`src/rtl/core/msfm_pkg.sv`:
```
package msfm_pkg;

    // Reported machine status
    typedef enum logic [1:0] {
        ST_DISABLED = 2'd0,
        ST_RUNNING  = 2'd1,
        ST_WARNING  = 2'd2,
        ST_FAULT    = 2'd3
    } status_t;

    // Latched fault reason
    typedef enum logic [2:0] {
        FK_NONE   = 3'd0,
        FK_SENSOR = 3'd1,
        FK_STALL  = 3'd2,
        FK_INPUT  = 3'd3,
        FK_CONFIG = 3'd4
    } fault_t;

    // Controller status codes; anything above CS_CONFIG_FAULT is invalid
    localparam logic [2:0] CS_RUNNING      = 3'd0;
    localparam logic [2:0] CS_DISABLED     = 3'd1;
    localparam logic [2:0] CS_INPUT_FAULT  = 3'd2;
    localparam logic [2:0] CS_CONFIG_FAULT = 3'd3;

    // Configuration register map
    localparam int CFG_IDX_W  = 4;
    localparam int CFG_DATA_W = 24;
    localparam logic [CFG_IDX_W-1:0] REG_MIN_TARGET  = 4'd0;
    localparam logic [CFG_IDX_W-1:0] REG_SPEED_RATIO = 4'd1;
    localparam logic [CFG_IDX_W-1:0] REG_MIN_DUTY    = 4'd2;
    localparam logic [CFG_IDX_W-1:0] REG_CONFIRM     = 4'd3;

    localparam int CONFIRM_W = 24;
    localparam int PROD_W    = 25;

    // Register reset values
    localparam logic [15:0]          RST_MIN_TARGET  = 16'd1000;
    localparam logic [8:0]           RST_SPEED_RATIO = 9'd64;
    localparam logic [9:0]           RST_MIN_DUTY    = 10'd700;
    localparam logic [CONFIRM_W-1:0] RST_CONFIRM     = 24'd750000;

    // Stream widths
    localparam int S_TDATA_W = 64;
    localparam int S_TUSER_W = 4;
    localparam int M_TDATA_W = 8;

    typedef struct packed {
        logic [2:0]  ctrl_status;
        logic        adc_reason;
        logic [15:0] cmd_speed;
        logic [15:0] act_speed;
        logic [9:0]  duty_permille;
        logic        run_req;
        logic [15:0] sample_us;
    } sample_t;

    typedef struct packed {
        logic [15:0]          min_cmd_speed;
        logic [8:0]           speed_ratio_q8;
        logic [9:0]           min_duty_permille;
        logic [CONFIRM_W-1:0] confirm_time_us;
    } cfg_t;

    typedef struct packed {
        status_t machine_status;
        fault_t  fault_kind;
        logic    stop_req;
    } result_t;

endpackage

```
`src/rtl/core/motor_stall_fault_monitor.sv`:
```
// Motor stall fault monitor. Takes one control-loop sample per word on the s_ stream and
// returns one status word per sample on the m_ stream, in order: one word per clock
// sustained while m_tready stays high (input register, then the evaluation that loads the
// output register; the stall timer and fault latch are committed as each sample moves on).
// A fault (sensor, input, configuration or confirmed stall) latches with stop_req set
// and holds until rst_n. Registers on the cfg_ port take effect for the next sample and
// are to be written only while no sample is in flight; the block does not enforce this.
module motor_stall_fault_monitor
    import msfm_pkg::*;
#(
    parameter int TIMER_BITS = 24
)
(
    input  logic                  clk,
    input  logic                  rst_n,
    input  logic                  s_tvalid,
    output logic                  s_tready,
    // [15:0] cmd_speed, [31:16] act_speed, [41:32] duty_permille,
    // [42] run_req, [58:43] sample_us, [63:59] zero
    input  logic [S_TDATA_W-1:0]  s_tdata,
    // [2:0] ctrl_status, [3] adc_reason
    input  logic [S_TUSER_W-1:0]  s_tuser,
    output logic                  m_tvalid,
    input  logic                  m_tready,
    // [1:0] machine_status, [4:2] fault_kind, [5] stop_req, [7:6] zero
    output logic [M_TDATA_W-1:0]  m_tdata,
    input  logic                  cfg_valid,
    output logic                  cfg_ready,
    input  logic [CFG_IDX_W-1:0]  cfg_index,
    input  logic [CFG_DATA_W-1:0] cfg_data
);

    sample_t sample_in;
    sample_t in_data_reg;
    logic    in_valid_reg;
    logic    in_valid_next;
    result_t out_res_reg;
    logic    out_valid_reg;
    logic    out_valid_next;
    result_t step_res;
    cfg_t    cfg;
    logic    advance;

    // Unpack the incoming word
    assign sample_in.ctrl_status   = s_tuser[2:0];
    assign sample_in.adc_reason    = s_tuser[3];
    assign sample_in.cmd_speed     = s_tdata[15:0];
    assign sample_in.act_speed     = s_tdata[31:16];
    assign sample_in.duty_permille = s_tdata[41:32];
    assign sample_in.run_req       = s_tdata[42];
    assign sample_in.sample_us     = s_tdata[58:43];

    msfm_cfg_regs u_cfg (
        .clk       (clk),
        .rst_n     (rst_n),
        .cfg_valid (cfg_valid),
        .cfg_ready (cfg_ready),
        .cfg_index (cfg_index),
        .cfg_data  (cfg_data),
        .cfg       (cfg)
    );

    msfm_step #(
        .TIMER_BITS (TIMER_BITS)
    ) u_step (
        .clk     (clk),
        .rst_n   (rst_n),
        .step_en (advance),
        .smp     (in_data_reg),
        .cfg     (cfg),
        .res     (step_res)
    );

    // Advance when the output register is free or being drained
    assign advance  = in_valid_reg && (!out_valid_reg || m_tready);
    assign s_tready = !in_valid_reg || advance;

    always_comb
    begin
        in_valid_next = in_valid_reg;
        if (s_tvalid && s_tready)
            in_valid_next = 1'b1;
        else if (advance)
            in_valid_next = 1'b0;

        out_valid_next = out_valid_reg;
        if (advance)
            out_valid_next = 1'b1;
        else if (m_tready)
            out_valid_next = 1'b0;
    end

    // Hold valid flags
    always_ff @(posedge clk or negedge rst_n)
    begin
        if (!rst_n)
        begin
            in_valid_reg  <= 1'b0;
            out_valid_reg <= 1'b0;
        end
        else
        begin
            in_valid_reg  <= in_valid_next;
            out_valid_reg <= out_valid_next;
        end
    end

    // Load payload registers
    always_ff @(posedge clk)
    begin
        if (s_tvalid && s_tready)
            in_data_reg <= sample_in;
        if (advance)
            out_res_reg <= step_res;
    end

    assign m_tvalid = out_valid_reg;
    assign m_tdata  = {2'b00, out_res_reg.stop_req, out_res_reg.fault_kind,
                       out_res_reg.machine_status};

endmodule

```
`src/rtl/core/msfm_cfg_regs.sv`:
```
module msfm_cfg_regs
    import msfm_pkg::*;
(
    input  logic                  clk,
    input  logic                  rst_n,
    input  logic                  cfg_valid,
    output logic                  cfg_ready,
    input  logic [CFG_IDX_W-1:0]  cfg_index,
    input  logic [CFG_DATA_W-1:0] cfg_data,
    output cfg_t                  cfg
);

    logic [15:0]          min_target_reg;
    logic [8:0]           speed_ratio_reg;
    logic [9:0]           min_duty_reg;
    logic [CONFIRM_W-1:0] confirm_reg;

    // Writes are always taken
    assign cfg_ready = 1'b1;

    // Decode the index and load the addressed register; ignore unknown indexes
    always_ff @(posedge clk or negedge rst_n)
    begin
        if (!rst_n)
        begin
            min_target_reg  <= RST_MIN_TARGET;
            speed_ratio_reg <= RST_SPEED_RATIO;
            min_duty_reg    <= RST_MIN_DUTY;
            confirm_reg     <= RST_CONFIRM;
        end
        else if (cfg_valid)
        begin
            case (cfg_index)
                REG_MIN_TARGET:  min_target_reg  <= cfg_data[15:0];
                REG_SPEED_RATIO: speed_ratio_reg <= cfg_data[8:0];
                REG_MIN_DUTY:    min_duty_reg    <= cfg_data[9:0];
                REG_CONFIRM:     confirm_reg     <= cfg_data[CONFIRM_W-1:0];
                default:         ;
            endcase
        end
    end

    assign cfg.min_cmd_speed     = min_target_reg;
    assign cfg.speed_ratio_q8    = speed_ratio_reg;
    assign cfg.min_duty_permille = min_duty_reg;
    assign cfg.confirm_time_us   = confirm_reg;

endmodule

```
`src/rtl/core/msfm_step.sv`:
```
module msfm_step
    import msfm_pkg::*;
#(
    parameter int TIMER_BITS = 24
)
(
    input  logic    clk,
    input  logic    rst_n,
    input  logic    step_en,
    input  sample_t smp,
    input  cfg_t    cfg,
    output result_t res
);

    localparam int SUM_W = TIMER_BITS + 1;
    localparam int CMP_W = (TIMER_BITS > CONFIRM_W) ? TIMER_BITS : CONFIRM_W;

    fault_t                fault_reg;
    fault_t                fault_next;
    logic [TIMER_BITS-1:0] timer_reg;
    logic [TIMER_BITS-1:0] timer_next;
    logic                  stop_reg;
    logic                  stop_next;
    status_t               status;

    logic [PROD_W-1:0]     speed_limit;
    logic [PROD_W-1:0]     meas_scaled;
    logic                  stall;
    logic [SUM_W-1:0]      timer_sum;
    logic [TIMER_BITS-1:0] timer_sat;
    logic                  confirmed;

    // Stall suspicion: measured * 256 <= target * ratio, plus target and duty floors
    assign speed_limit = PROD_W'(smp.cmd_speed) * PROD_W'(cfg.speed_ratio_q8);
    assign meas_scaled = {1'b0, smp.act_speed, 8'b0};
    assign stall = (smp.cmd_speed >= cfg.min_cmd_speed)
                && (meas_scaled <= speed_limit)
                && (smp.duty_permille >= cfg.min_duty_permille);

    // Accumulate sample time, saturating at the timer's full scale
    assign timer_sum = {1'b0, timer_reg} + SUM_W'(smp.sample_us);
    assign timer_sat = timer_sum[TIMER_BITS] ? {TIMER_BITS{1'b1}}
                                             : timer_sum[TIMER_BITS-1:0];
    assign confirmed = CMP_W'(timer_sat) >= CMP_W'(cfg.confirm_time_us);

    // Evaluate one sample against the latched state
    always_comb
    begin
        fault_next = fault_reg;
        timer_next = timer_reg;
        stop_next  = stop_reg;
        status     = ST_DISABLED;
        if (fault_reg != FK_NONE)
        begin
            status = ST_FAULT;
        end
        else if (smp.ctrl_status == CS_INPUT_FAULT)
        begin
            fault_next = smp.adc_reason ? FK_SENSOR : FK_INPUT;
            stop_next  = 1'b1;
            status     = ST_FAULT;
        end
        else if ((smp.ctrl_status > CS_INPUT_FAULT) || (smp.sample_us == '0))
        begin
            // config fault, invalid status codes and a zero sample period
            fault_next = FK_CONFIG;
            stop_next  = 1'b1;
            status     = ST_FAULT;
        end
        else if (!smp.run_req || (smp.ctrl_status == CS_DISABLED))
        begin
            timer_next = '0;
            status     = ST_DISABLED;
        end
        else if (!stall)
        begin
            timer_next = '0;
            status     = ST_RUNNING;
        end
        else
        begin
            timer_next = timer_sat;
            if (confirmed)
            begin
                fault_next = FK_STALL;
                stop_next  = 1'b1;
                status     = ST_FAULT;
            end
            else
            begin
                status = ST_WARNING;
            end
        end
    end

    assign res.machine_status = status;
    assign res.fault_kind     = (status == ST_FAULT) ? fault_next : FK_NONE;
    assign res.stop_req       = stop_next;

    // Commit the state when the sample moves to the output register
    always_ff @(posedge clk or negedge rst_n)
    begin
        if (!rst_n)
        begin
            fault_reg <= FK_NONE;
            timer_reg <= '0;
            stop_reg  <= 1'b0;
        end
        else if (step_en)
        begin
            fault_reg <= fault_next;
            timer_reg <= timer_next;
            stop_reg  <= stop_next;
        end
    end

endmodule

```
`config.mk`:
```
export PLATFORM = sky130hd
export DESIGN_NAME = motor_stall_fault_monitor
export DESIGN_NICKNAME = d
export VERILOG_FILES = /design/src/rtl/core/msfm_pkg.sv /design/src/rtl/core/motor_stall_fault_monitor.sv /design/src/rtl/core/msfm_cfg_regs.sv /design/src/rtl/core/msfm_step.sv
export SDC_FILE = /design/constraint.sdc
export NUM_CORES = 1
export LEC_CHECK = 0
export ABC_AREA = 1
export BUFFER_PORTS_ARGS = -buffer_cell sky130_fd_sc_hd__buf_2
export CELL_PAD_IN_SITES_DETAIL_PLACEMENT = 0
export CELL_PAD_IN_SITES_GLOBAL_PLACEMENT = 1
export CORE_MARGIN = 4
export CORE_UTILIZATION = 47
export DETAILED_ROUTE_END_ITERATION = 8
export PLACE_DENSITY_LB_ADDON = 0.05
export SLEW_MARGIN = 20
export SYNTH_ARGS = -nofsm -noshare
export SYNTH_HDL_FRONTEND = slang
export SYNTH_SLANG_ARGS = --single-unit
```
`constraint.sdc`:
```
create_clock -name clk -period 7.6 [get_ports clk]
set_input_delay 1.9 -clock clk [delete_from_list [all_inputs] [get_ports clk]]
set_output_delay 1.9 -clock clk [all_outputs]
set_load 0.02 [all_outputs]
```
After elaboration in Yosys (flattened, before gate mapping)
Cells that the tools add are included.
W data, S select, Z words.
- bits in registers: 158
- input bits: 101
- output and inout bits: 11
- word-level logic and storage cells: 82
- add/subtract/negate cells: 1
- $mul: 1
- order comparisons: 5
- equality and inequality tests: 6
- multiplexer cells: 26
- bitwise gates (word level): 3
- reductions and logical operators: 21
- operator list (cell ; count):
    $mux W24 ; 3
    $add A24 B16 Y25 ; 1
    $le A24 B25 Y1 ; 1
    $mul A16 B9 Y25 ; 1
    $ge A24 B24 Y1 ; 1
    $mux W3 ; 6
    $ge A16 B16 Y1 ; 1
    $logic_not A16 Y1 ; 1
    $mux W2 ; 6
    $mux W1 ; 11
    $ge A10 B10 Y1 ; 1
    $eq A4 B2 Y1 const B ; 2
    $reduce_and A2 Y1 ; 4
    $eq A4 B1 Y1 const B ; 1
    $logic_and A1 B1 Y1 ; 4
    $logic_not A4 Y1 ; 1
    $logic_or A1 B1 Y1 ; 4
    $reduce_and A4 Y1 ; 1
    $reduce_bool A2 Y1 ; 2
    $eq A3 B1 Y1 const B ; 1
    $eq A3 B2 Y1 const B ; 1
    $gt A3 B2 Y1 const B ; 1
    $logic_not A1 Y1 ; 3
    $not A1 Y1 ; 3
    other kinds (2) ; 2

Depth between registers and ports, before layout
- depth after elaboration: 10
- mapped depth: 33
- mapped depth without buffers: 31

Hierarchy
A second synthesis with hierarchy kept.
- cells, all modules: 1582
- area, all modules: 13475.4 um^2
- by module, submodules not included (module ; times used ; cells each ; area each (um^2) ; sequential area each (um^2)):
    msfm_step ; 1 ; 1230 ; 8713.4 ; 700.7
    msfm_cfg_regs ; 1 ; 268 ; 2576.2 ; 1505.2
    motor_stall_fault_monitor ; 1 ; 84 ; 2185.8 ; 2122.0

Worst setup path after synthesis
Ideal clock, no wire load.
- path type: reg2reg
- from: register u_cfg.speed_ratio_reg[6]
- to: register u_step.timer_reg[10]
- library setup time: 0.074 ns
- arrival time: 5.984 ns
- required time: 7.526 ns
- setup slack: 1.542 ns
- stages on the path, launching flop included: 32
- buffers on the path: 3
- period minus slack after synthesis: 6.058 ns
- path through: dfstp_2 -> clkbuf_1 -> clkbuf_1 -> nand2_1 -> inv_1 -> fa_1 -> fa_1 -> fa_1 -> inv_1 -> fa_1 -> inv_1 -> ha_1 -> a21o_1 -> a31oi_1 -> nand2_1 -> a21oi_1 -> inv_1 -> a31oi_1 -> nor2_1 -> nor2_1 -> xor2_1 -> ha_1 -> nand2_1 -> nor2_1 -> nand2_1 -> nor4_1 -> nand4_1 -> a21boi_2 -> nand3_4 -> nand4_4 -> buf_6 -> o21ai_2
- word-level cells in the longest chain between the ends: 6
- RTL lines (what ; RTL line ; text):
    start: declaration ; msfm_cfg_regs.sv:14 ; logic [8:0] speed_ratio_reg;
    start signal: assignment ; msfm_cfg_regs.sv:35 ; REG_SPEED_RATIO: speed_ratio_reg <= cfg_data[8:0];
    $mul A16 B9 Y25 ; msfm_step.sv:34 ; assign speed_limit = PROD_W'(smp.cmd_speed) * PROD_W'(cfg.speed_ratio_q8);
    $le A24 B25 Y1 ; msfm_step.sv:37 ; && (meas_scaled <= speed_limit)
    $logic_and A1 B1 Y1 ; msfm_step.sv:37 ;
    $logic_and A1 B1 Y1 ; msfm_step.sv:38 ; && (smp.duty_permille >= cfg.min_duty_permille);
    $mux W24 ; msfm_step.sv:75 ; else if (!stall)
    $mux W24 ; msfm_step.sv:70 ; else if (!smp.run_req || (smp.ctrl_status == CS_DISABLED))
    end signal: assignment ; msfm_step.sv:112 ; timer_reg <= timer_next;
    end: declaration ; msfm_step.sv:20 ; logic [TIMER_BITS-1:0] timer_reg;
No other way between the ends.
A chain may end at the register's enable or synchronous reset.

Final worst setup path
- from: register u_cfg.speed_ratio_reg[5]
- to: register u_step.timer_reg[0]
Same word-level chain as after synthesis.

==> impl_metrics.json <==
{
  "grt_pass1_vias": 9707,
  "final_cell_mix": "inv_1 (347), nand2_1 (342), ha_1 (127)",
  "clockBufferDepth": 2,
  "hold_viol": 0,
  "io_buffer_count": 103,
  "dr.pass1.iters": 5,
  "crit_type": "reg2reg",
  "irDropWorstVdd_v": 0.0002358,
  "rsz0062_at_grt": "no",
  "power_frac_seq_pct": 21.8,
  "intPower_mw": 2.864,
  "synth.avg_cell_area_um2": 8.520,
  "antenna_cells": 0,
  "finalClockSkew_ns": 0.01176,
  "required_ns": 7.94,
  "gp_congestion": 0.8402,
  "grt_pass1_wl_mm": 49.72,
  "grt_use_met3_pct": 3.284,
  "cts_setup_buffers": 0,
  "relSlewSlack_pct": 39.08,
  "swShare_pct": 47.61,
  "setup-violations-final": 0,
  "dieWidth_um": 174.5,
  "drv_cap": 0,
  "power_mw": 5.467,
  "overflow": 0,
  "io_pins": 112,
  "area_growth_syn_to_layout_pct": 10.76,
  "clk_pin_slew_ns": 0.07,
  "largest_reg_flops": 63,
  "ys_types": 51,
  "fill_cells": 2579,
  "hold_path.class": "reg2reg",
  "die_h_um": 174.5,
  "dieArea_mm2": 0.03045,
  "grt_use_met2_pct": 32.16,
  "p_leak_nw": 7.834,
  "via_per_inst": 4.850,
  "syn_area_mm2": 0.01303,
  "fin_tns_setup_ns": 0,
  "crit_slowest_cell": "dfrtp_1",
  "fin_util_pct": 53.24,
  "seqCellArea_mm2": 0.004328,
  "num_rows": 60,
  "async_reset_ff_share_pct": 56.33,
  "final_common_cell": "inv_1",
  "wirelength_mm": 29.64,
  "fmax_ghz": 0.1447,
  "worst_slack_ns": 0.6883,
  "fin_crit_sh_pct": 90.94,
  "postCtsResizedCells": 0,
  "dp_slack_ns": 0.6316,
  "synth_edf_count": 69,
  "comb_power_share_pct": 61.9,
  "p_per_area_mw_per_mm2": 378.9,
  "cp_max_fo": 24,
  "postRouteAntennaNets": 0,
  "clock_power_share_pct": 16.2,
  "synth_warnings": 0,
  "fin_crit_ns": 6.912,
  "drc": 0,
  "grt_max_degree": 71,
  "syn-instance-count": 1529,
  "slowest_delay_ns": 0.78,
  "cts_sinks": 158,
  "cts_tree": "done",
  "p_switching_mw": 2.603,
  "tightest_slew_ns": 0.9138,
  "core-area_mm2": 0.02710,
  "layout.nets": 1932,
  "ys.flop_type": "edfxtp_1",
  "antenna_found_initial": 0,
  "wire_per_inst_um": 14.90,
  "grt_usage_pct": 20.29,
  "slew_viol_final": 0,
  "hpwlAfterDp_mm": 23.05,
  "ys_ff_latch": 158,
  "crit_path_end_kind": "flip-flop",
  "busiest_layer": "met2",
  "multiInputGateArea_mm2": 0.007162,
  "drive_above_1_share_pct": 12.18,
  "postCtsHoldBufs": 0,
  "outcome": "completed",
  "clk_latency_ns": 0.43,
  "drtIter0Drc": 421,
  "vias": 9647,
  "cp-start-kind": "flip-flop",
  "start_util_pct": 48.07,
  "cts-root-buf": "clkbuf_16",
  "worstPathArrival_ns": 7.26,
  "cts-buffers-inserted": 17,
  "grt_use_met1_pct": 29.74,
  "yosysSeqAreaShare_pct": 33.22,
  "h-tree-depth": 4
}
## synth_stat cells (2+ instances only)
master    count  share of area (%)
a211oi_1      2               0.12
a21boi_0      2               0.12
a21o_1        6               0.35
a21oi_1      73                2.8
a21oi_2       3               0.20
a31oi_1      10               0.48
buf_2         3               0.12
buf_4         3               0.17
buf_6         3               0.26
clkbuf_1     42                1.2
conb_1        2              0.058
dfrtp_1      66                 13
dfstp_2      23                4.6
edfxtp_1     69                 16
fa_1        100                 15
ha_1        127                 12
inv_1       348                 10
inv_2         2              0.058
nand2_1     342                9.9
nand2_2       3               0.14
nand3_1      38                1.5
nand4_1       8               0.38
nor2_1       71                2.0
nor3_1       14               0.54
nor3b_1       2               0.12
nor4_1        8               0.38
o211ai_1      3               0.17
o21ai_0      77                3.0
o21ai_1       4               0.15
o21ai_2      15                1.0
o21bai_1      2               0.12
o221ai_1      2               0.13
o22ai_1       7               0.34
xnor2_1      13               0.87
xor2_1       20                1.3
## cell type report
class,count,area share [%]
Clock inverter,15,1.292
Multi-Input combinational cell,970,49.64
Sequential cell,158,29.99
Timing Repair Buffer,107,3.798
Clock buffer,17,2.948
Inverter,350,9.105
Tap cell,372,3.226
## metal layers
layer	share of wire [%]	vias up	routed length, um
li1	-	4907	-
met1	49	4567	14540
met2	46	155	13660
met3	4.1	18	1222
met4	0.75	0	221
met5	0	-	0
## logic make-up after synthesis
logic type / synth area share, %
buffers and inverters: 11.87
other: 0.05765
AO/OA/AOI/OAI: 9.335
flip-flops: 33.22
adder cells (fa/ha/maj): 27.56
AND/OR/NAND/NOR: 15.73
XOR/XNOR: 2.219
## final timing paths
path | start | endpoint | slack (ns) | cells past startpoint
worst min-delay path | u_step.stop_reg | u_step.stop_reg | 0.46 | 2
worst max register to register | u_cfg.speed_ratio_reg[5] | u_step.timer_reg[0] | 0.69 | 28
min in group asynchronous | rst_n | u_cfg.min_duty_reg[8] | 1.33 | 1
max in group asynchronous | rst_n | u_step.timer_reg[15] | 5.08 | 2
worst min register to register | u_step.stop_reg | u_step.stop_reg | 0.46 | 2
worst max-delay path | u_cfg.speed_ratio_reg[5] | u_step.timer_reg[0] | 0.69 | 28
## power by group through the flow
stage | Sequential (mW) | Clock, mW | Combinational [mW]
2_1_floorplan | 1.12 | 0 | 2.72
3_5_place_dp | 1.21 | 0 | 3.43
3_3_place_gp | 1.21 | 0 | 3.36
4_1_cts | 1.20 | 0.911 | 3.45
6_report | 1.19 | 0.888 | 3.39
5_1_grt | 1.22 | 0.949 | 4.00
## metrics by stage
step	std cells	instance area, um2	hold WS [ns]
global route	1989	14430	0.4909
CTS	1989	14420	0.4683
global placement	1957	13810	0.4367
detailed placement	1957	13810	0.4507
floorplan	1530	13030	0.4216
finish	1989	14430	0.4563
## critical path, delay by kind of cell (launching register included)
| family | cells | cell delay (ns) |
|---|---|---|
| xor+xnor | 1 | 0.08 |
| buf+inv | 4 | 0.22 |
| fa+ha+maj | 6 | 2.77 |
| simple gates | 11 | 1.64 |
| flops | 1 | 0.78 |
| compound gates | 6 | 1.33 |
No activity file was read; power rests on OpenSTA's default activity.
